===== src/rtl/mssd_pkg.sv =====
package mssd_pkg;

	localparam int SPEED_W          = 16;
	localparam int MAG_W            = SPEED_W + 1;
	localparam int SUM_W            = 21;
	localparam int PRESENT_W        = 3;
	localparam int MAX_CHANNELS     = 4;
	localparam int NUM_CHANNELS_DEF = 4;
	localparam int WINDOW_DEF       = 50;

	localparam logic MODE_SAMPLE   = 1'b0;
	localparam logic MODE_OVERRIDE = 1'b1;

	typedef logic signed [SPEED_W-1:0] speed_t;
	typedef logic [SUM_W-1:0]          sum_t;
	typedef logic [MAG_W-1:0]          mag_t;

	typedef struct packed {
		logic                 mode;
		logic [PRESENT_W-1:0] channels_present;
		speed_t               speed_ch0;
		speed_t               speed_ch1;
		speed_t               speed_ch2;
		speed_t               speed_ch3;
		logic                 external_static;
	} speed_item_t;

	typedef struct packed {
		logic static_now;
		logic previous_static;
		sum_t max_window_sum;
	} status_item_t;

	// per-channel update request from the sample stage
	typedef struct packed {
		logic   wr;
		speed_t speed;
	} chan_req_t;

	// absolute value; the most negative speed gives 32768, which fits MAG_W bits
	function automatic mag_t mag16(speed_t s);
		mag_t ext;
		ext = {s[SPEED_W-1], s};
		return s[SPEED_W-1] ? mag_t'(-ext) : ext;
	endfunction

endpackage


===== src/rtl/mssd_judge.sv =====
module mssd_judge #(
	parameter int NUM_CHANNELS = mssd_pkg::NUM_CHANNELS_DEF
) (
	input  mssd_pkg::sum_t sums [NUM_CHANNELS],
	input  mssd_pkg::sum_t threshold,
	output mssd_pkg::sum_t best,
	output logic           at_rest
);
	import mssd_pkg::*;

	always_comb begin
		best = '0;
		for (int c = 0; c < NUM_CHANNELS; c++) begin
			if (sums[c] > best) begin
				best = sums[c];
			end
		end
	end

	assign at_rest = (best <= threshold);

endmodule


===== config.mk =====
export PLATFORM = sky130hd
export DESIGN_NAME = mssd_judge
export DESIGN_NICKNAME = d
export VERILOG_FILES = /design/src/rtl/mssd_pkg.sv /design/src/rtl/mssd_judge.sv
export SDC_FILE = /design/constraint.sdc
export NUM_CORES = 1
export LEC_CHECK = 0
export BUFFER_PORTS_ARGS = -buffer_cell sky130_fd_sc_hd__buf_2
export CORE_MARGIN = 10
export CORE_UTILIZATION = 31
export DETAILED_ROUTE_END_ITERATION = 16
export PLACE_DENSITY = 0.61
export SLEW_MARGIN = 10
export SYNTH_ARGS = -nofsm -noshare
export SYNTH_HDL_FRONTEND = slang
export SYNTH_SLANG_ARGS = --single-unit

===== constraint.sdc =====
create_clock -name vclk -period 23.3
set_clock_uncertainty 0.1 [all_clocks]
set_input_delay 3.495 -clock vclk [all_inputs]
set_output_delay 3.495 -clock vclk [all_outputs]
set_load 0.02 [all_outputs]

==> impl_metrics.tcl <==
set metrics [dict create \
    core_area_sq_um 10180 \
    die_h_um 121.6 \
    firstDrtPassIters 4 \
    gp_congestion 0.8621 \
    drive_gt1_share_pct 24.39 \
    hold-worst-slack_ps 7293 \
    antenna_found_initial 0 \
    start_util_pct 31.43 \
    worst_path_max_delay_cell "o21a_1" \
    grt_setup_unrepaired "no" \
    grt_max_degree 41 \
    num_rows 37 \
    grt_pass1_wl_um 18790 \
    vias_per_cell 5.404 \
    ir_drop_v 0.00002255 \
    worstSetupPathType "input port to output port" \
    gr-usage-all-layers_pct 14.86 \
    hold_depth 4 \
    area_growth_syn_to_layout_pct 21.85 \
    crit_path_end_kind "output port" \
    remaining_drc_errors 0 \
    clkbuf_count 0 \
    design.die.area_sq_um 14790 \
    post-route-util_pct 38.29 \
    fin_nets 761 \
    port_buffers 127 \
    vias 3815 \
    drv_cap 0 \
    synth.largest_area_cell "ha_1" \
    period_needed_ps 16220 \
    die_width_um 121.6 \
    avgRoutedWirePerCell_um 16.30 \
    ioPinCount 127 \
    cts_hold_buf 0 \
    dpl.hpwl_um 10060 \
    min_period_over_period_pct 69.60 \
    slew_headroom_pct 25.87 \
    grt_pass1_vias 3848 \
    synth_warnings 0 \
    synth_cell_type_count 40 \
    synth.most_common_cell "ha_1" \
    required_ps 19700 \
    drt_iter0_drc 363 \
    p_total_mw 0.1612 \
    setup_viol 0 \
    hold_violations 0 \
    netlist_area_sq_um 3201 \
    cp_max_fo 40 \
    synth.top_cells.by_count "84 x ha_1, 64 x inv_1, 54 x nand2_1" \
    crit_top_cell "ha_1" \
    seqCellArea_sq_um 0 \
    postCtsSetupBuffers 0 \
    placed_area_sq_um 3900 \
    syn_nets 655 \
    synth_top_cells_by_area "ha_1 33%, inv_1 7.5%, o21ai_0 7.3%" \
    max_freq_mhz 61.66 \
    overflow 0 \
    tightest_slew_ps 1112 \
    maxSlewViolCount 0 \
    arrival_ps 12620 \
    synth.avg_cell_area_sq_um 6.868 \
    synth_top_area_share_pct 32.84 \
    startpoint_type "input port" \
    stdcell_area_sq_um 3900 \
    seq_area_frac_synth_pct 0 \
    max_stage_delay_ps 930 \
    status "finished, final reports clean" \
    seq_cells 0 \
    hp-class "input port to output port" \
    fin_setup_tns_ps 0 \
    syn_inst 466 \
    ant_nets 0 \
    drt_wl_total_um 11510 \
    diodes 0 \
    p_leak_nw 2.202 \
    cts_resized 0 \
    p_per_area_nw_per_um2 41.32 \
]
-- worst max-delay path: cells and delay by family --
| kind | cells | cell delay [ps] |
|---|---|---|
| compound gates | 12 | 3360 |
| fa+ha+maj | 4 | 1150 |
| buf+inv | 6 | 920 |
| mux | 1 | 320 |
| simple gates | 11 | 3320 |
-- layer usage --
layer	track usage, %	vias up	part of all wire, %
li1	-	1935	-
met1	19.05	1721	45
met2	26.45	153	46
met3	2.590	6	8.3
met4	0.8197	0	0.43
met5	0	-	0
-- report_power, final --
part / internal, mW / switching, mW
Sequential: 0 / 0
Combinational: 0.0632 / 0.0979
Clock: 0 / 0
Total: 0.0632 / 0.0979
-- stage by stage --
step	instances	setup slack (ps)
5_1_grt	706	6203
3_3_place_gp	706	7438
2_1_floorplan	466	9252
6_report	706	7083
3_5_place_dp	706	7201
4_1_cts	706	7188
-- path summary, 6_finish.rpt --
| path | from | end | slack, ps |
|---|---|---|---|
| max | sums[82] | at_rest | 7080 |
| min | sums[1] | best[1] | 7290 |
-- cells by family (layout without fill, tap and decap cells) --
group | after synthesis | after routing | share of synthesized area (%)
fa+ha+maj | 84 | 84 | 32.84
mux | 24 | 24 | 7.740
simple gates | 119 | 119 | 18.49
buf+inv | 92 | 196 | 12.00
compound gates | 147 | 147 | 28.93
-- final cells by class --
| type | count | area [sq um] |
|---|---|---|
| inverter | 64 | 240.2 |
| fill | 1103 | 6285 |
| multi-input combinational | 374 | 2816 |
| timing repair buffer | 132 | 673.1 |
| tap | 136 | 170.2 |
-- layout by cell type (no fill, tap or decap) --
master     instances
buf_2            127
ha_1              84
inv_1             64
nand2_1           54
o21ai_0           45
a21oi_1           27
a221oi_1          23
a31oi_1           22
mux2i_1           21
nor3_1            20
a21o_1             8
and4_1             7
and3_1             7
nand4_1            7
o21ai_1            6
nor2_1             6
nand3_1            5
buf_4              5
nand3b_1           4
o21a_1             3
nor2b_1            3
o21bai_1           2
and2_0             2
a211oi_1           2
o31ai_1            2
mux2_2             2
a221oi_2           1
nand4_2            1
and2_1             1
a22oi_1            1
or2_2              1
a221o_1            1
o221ai_1           1
o2bb2ai_1          1
or3_1              1
o21ai_2            1
mux2_4             1
a32o_1             1
Note: power is estimated with default switching activity, not from simulation.
