--- src/rtl/mssd_pkg.sv ---
package mssd_pkg;

	localparam int SPEED_W          = 16;
	localparam int MAG_W            = SPEED_W + 1;
	localparam int SUM_W            = 21;
	localparam int PRESENT_W        = 3;
	localparam int MAX_CHANNELS     = 4;
	localparam int NUM_CHANNELS_DEF = 4;
	localparam int WINDOW_DEF       = 50;

	localparam logic MODE_SAMPLE   = 1'b0;
	localparam logic MODE_OVERRIDE = 1'b1;

	typedef logic signed [SPEED_W-1:0] speed_t;
	typedef logic [SUM_W-1:0]          sum_t;
	typedef logic [MAG_W-1:0]          mag_t;

	typedef struct packed {
		logic                 mode;
		logic [PRESENT_W-1:0] channels_present;
		speed_t               speed_ch0;
		speed_t               speed_ch1;
		speed_t               speed_ch2;
		speed_t               speed_ch3;
		logic                 external_static;
	} speed_item_t;

	typedef struct packed {
		logic static_now;
		logic previous_static;
		sum_t max_window_sum;
	} status_item_t;

	// per-channel update request from the sample stage
	typedef struct packed {
		logic   wr;
		speed_t speed;
	} chan_req_t;

	// absolute value; the most negative speed gives 32768, which fits MAG_W bits
	function automatic mag_t mag16(speed_t s);
		mag_t ext;
		ext = {s[SPEED_W-1], s};
		return s[SPEED_W-1] ? mag_t'(-ext) : ext;
	endfunction

endpackage

--- src/rtl/mssd_chan.sv ---
module mssd_chan #(
	parameter int WINDOW = mssd_pkg::WINDOW_DEF
) (
	input  logic                clk,
	input  logic                arst_n,
	input  mssd_pkg::chan_req_t req,
	output mssd_pkg::sum_t      sum_upd
);
	import mssd_pkg::*;

	localparam int PW = (WINDOW > 1) ? $clog2(WINDOW) : 1;
	localparam int CW = $clog2(WINDOW + 1);

	speed_t         mem [WINDOW];
	speed_t         oldest_q;
	logic [PW-1:0]  pos_q;
	logic [PW-1:0]  pos_nxt;
	logic [PW-1:0]  raddr;
	logic [CW-1:0]  cnt_q;
	sum_t           sum_q;
	sum_t           sum_nxt;
	logic           full;
	mag_t           old_mag;

	assign full    = (cnt_q == CW'(WINDOW));
	assign old_mag = full ? mag16(oldest_q) : '0;
	assign sum_nxt = sum_q - SUM_W'(old_mag) + SUM_W'(mag16(req.speed));
	assign pos_nxt = (pos_q == PW'(WINDOW - 1)) ? '0 : pos_q + PW'(1);
	assign sum_upd = req.wr ? sum_nxt : sum_q;

	// look ahead to the slot the next sample will overwrite
	assign raddr = req.wr ? pos_nxt : pos_q;

	always_ff @(posedge clk) begin
		if (req.wr) begin
			mem[pos_q] <= req.speed;
		end
		if (req.wr && (raddr == pos_q)) begin
			oldest_q <= req.speed;
		end else begin
			oldest_q <= mem[raddr];
		end
	end

	always_ff @(posedge clk or negedge arst_n) begin
		if (!arst_n) begin
			pos_q <= '0;
			cnt_q <= '0;
			sum_q <= '0;
		end else if (req.wr) begin
			pos_q <= pos_nxt;
			sum_q <= sum_nxt;
			if (!full) begin
				cnt_q <= cnt_q + CW'(1);
			end
		end
	end

endmodule

--- config.mk ---
export PLATFORM = sky130hd
export DESIGN_NAME = mssd_chan
export DESIGN_NICKNAME = d
export VERILOG_FILES = /design/src/rtl/mssd_pkg.sv /design/src/rtl/mssd_chan.sv
export SDC_FILE = /design/constraint.sdc
export NUM_CORES = 1
export LEC_CHECK = 0
export ABC_AREA = 1
export BUFFER_PORTS_ARGS = -buffer_cell sky130_fd_sc_hd__buf_4
export CAP_MARGIN = 30
export CORE_MARGIN = 1.5
export CORE_UTILIZATION = 28
export DETAILED_ROUTE_END_ITERATION = 16
export GPL_TIMING_DRIVEN = 0
export SLEW_MARGIN = 20
export SYNTH_ARGS = -nofsm -noshare
export SYNTH_HDL_FRONTEND = slang
export SYNTH_SLANG_ARGS = --single-unit
--- constraint.sdc ---
create_clock -name clk -period 4.7 [get_ports clk]
set_input_delay 0.47 -clock clk [delete_from_list [all_inputs] [get_ports clk]]
set_output_delay 0.47 -clock clk [all_outputs]
set_load 0.05 [all_outputs]
==> out/results.ini <==
[synthesis]
synth_area_leaders=edfxtp_1 (62%), nand3_1 (9.5%), nand2_1 (6.8%)
syn_nets=3703
synth_area_per_cell_um2=10.7
synth_top_area_share_pct=61.9
synth_top_area_cell=edfxtp_1
ys_seq_elements=849
ys_warn_count=0
synthCells=3640
netlist_area_um2=38800
synth-seq-area-share_pct=64.9
ys_types=43

[floorplan]
io_pins=40
die_area_um2=141000
rows=136
die_height_um=375
coreArea_um2=137000
start_util_pct=28.2
die_w_um=375

[worst_setup_path]
startpoint=oldest_q[0]
r2r_cells=19
path_cells=inv_4 -> nand3_2 -> nor3_4 -> nand2_2 -> inv_1 -> nand4_1 -> o21ai_2 -> buf_4 -> a21oi_2 -> fa_1 -> inv_2 -> ha_4 -> nand2_4 -> nor4_4 -> nand4_1 -> nand3_1 -> nand2_1 -> nand3_2 -> o21ai_4 -> buf_8
cp_max_fo=5
worstSetupPathType=reg -> out
worst_path_max_delay_cell=fa_1
crit_path_end_kind=primary output
cp_top_family=simple AND/OR/NAND/NOR gates
crit_cells=20
path_buf_inv=5
crit_arrival_ns=4.23
max_stage_delay_ns=0.56
crit_required_ns=4.23
r2r-start=oldest_q[0]
start_kind=flop

[power]
p_leak_nw=18.0
ir_worst_vdd_mv=0.416
p_per_area_nw_per_um2=613

[clocking]
cts_buffers=91
cts_buffer_depth=3
clock_latency_ns=0.68
clkTransAtPathRegs_ns=0.06
cts_tree=done
cts-htree-levels=3
clock-sinks=849
cts_root_buf=clkbuf_16

[run_status]
status=finished clean

[sta]
period_share_pct=100
finalSetupViolations=0
fin_hold_ws_ns=0.237
worstMarginPinSlew_ns=1.02
finClkSkew_ns=0.0410
drv_slew=0
grt_setup_unrepaired=yes
max_slew_margin_pct=32.2
hold_viol=0
fmax_mhz=213
period_minus_slack_ns=4.70

[finish]
final_common_cell=edfxtp_1
nets=3906
final_cell_mix=edfxtp_1 (800), nand3_1 (728), nand2_1 (679)
num-fill-cells=13600
drive_above_1_share_pct=15.5
area_growth_pct=19.1
instances_no_fill=5714

[global_routing]
grt_pass1_wl_mm=172
grt_usage_pct=16.4
grt_pass1_vias=26100
grt_start_max_net_pins=60
antenna_found_initial=4
overflow=0

[routing]
drc=0
wirelength_mm=118
drt_iter0_drc=3231
vias=27400
wl_per_cell_um=20.6
antenna_left=0
avgViaCountPerCell=4.80
firstDrtPassIters=8

[placed_design]
dp_cells=5509
gp_congestion=0.968
place_hpwl_mm=77.7
port_buffers=38

[min_path]
worstHoldStart=req[0]
hold_path.class=in -> reg
hold_depth=1

[job]
cap_viol_max_count=0

-- final timing paths --
path | end | slack (ns)
worst max-delay path | sum_upd[17] | 0.0002
worst max register to register | sum_q[17] | 1.15
min in group asynchronous | sum_q[12] | 0.34
worst min register to register | cnt_q[5] | 0.48
max in group asynchronous | sum_q[14] | 3.97
worst min-delay path | mem[13][0] | 0.24
-- cell usage after synthesis, drive strengths merged --
library cell and instances:
or2 4, nand3 735, fa 17, or4 1, ha 27, o22ai 1
a211oi 4, o21ai 55, nor2 111, o211ai 65, a31oi 17, nor4 7
edfxtp 800, a21boi 2, nor3 19, dfxtp 16, dfrtp 33, conb 2
clkbuf 35, o21bai 1, a21oi 32, o21a 1, buf 169, xor2 17
nand4 9, nand3b 180, nand2 702, inv 562, xnor2 11, a21o 2
o31ai 2, and3 1
-- sequential cells by signal, indices dropped and copies added (netlist names) --
| signal | flops |
|---|---|
| oldest_q | 16 |
| mem | 800 |
| sum_q | 21 |
| cnt_q | 6 |
| pos_q | 6 |
-- per-layer routing --
layer | track usage (%) | wire length, µm
met5 | 0 | 23
met3 | 3.36 | 9900
met2 | 25.9 | 54000
met4 | 5.42 | 3840
met1 | 22.4 | 50000
-- final cells by class --
| type | instances | area [µm²] | area share (%) |
|---|---|---|---|
| diodes | 1 | 2.50 | 0.00542 |
| plain buffers | 203 | 1100 | 2.37 |
| clock buffers | 113 | 2440 | 5.29 |
| clock inverters | 56 | 561 | 1.21 |
| inverters | 562 | 2120 | 4.59 |
| multi-input cells | 2025 | 11400 | 24.7 |
| flip-flops and latches | 849 | 25200 | 54.5 |
| well taps | 1794 | 2240 | 4.86 |
| repair buffers | 111 | 1130 | 2.44 |
-- kinds of logic after synthesis --
logic type / count (synthesis) / synth area share [%]
buffers and inverters: 766 / 8.24
AO/OA/AOI/OAI: 182 / 2.90
adder cells (fa/ha/maj): 44 / 1.75
other: 2 / 0.0194
XOR/XNOR: 28 / 0.632
AND/OR/NAND/NOR: 1769 / 21.6
flip-flops: 849 / 64.9
-- power by group --
part / total (mW) / internal [mW] / switching, mW / leakage [nW]
Sequential: 9.00 / 8.75 / 0.249 / 7.72
Combinational: 12.1 / 3.68 / 8.40 / 8.77
Clock: 7.22 / 4.16 / 3.06 / 1.46
Total: 28.3 / 16.6 / 11.7 / 18.0
-- per-stage QoR --
| step | TNS, ns | util (%) | power [mW] | instance area [µm²] | worst slack, ns |
|---|---|---|---|---|---|
| floorplan | 0 | - | 15.4 | 38800 | 0.0636 |
| finish | 0 | 33.6 | 28.3 | 46200 | 0.000240 |
| global placement | -6.58 | 30.1 | 19.3 | 41300 | -0.805 |
| CTS | -0.0121 | 33.2 | 27.5 | 45600 | -0.00991 |
| global route | -1.33 | 33.6 | 29.5 | 46200 | -0.226 |
| detailed placement | -7.51 | 30.5 | 19.4 | 41900 | -0.823 |
-- timing repair --
action | CTS | global route
endpoints found under the setup margin | 20 | 16
cloned | 0 | 1
hold endpoints to repair | 33 | 0
gates resized for setup | 151 | 117
pin swaps | 26 | 53
setup buffers | 16 | 18
hold buffers | 1 | 0
Note: power is estimated with default switching activity, not from simulation.
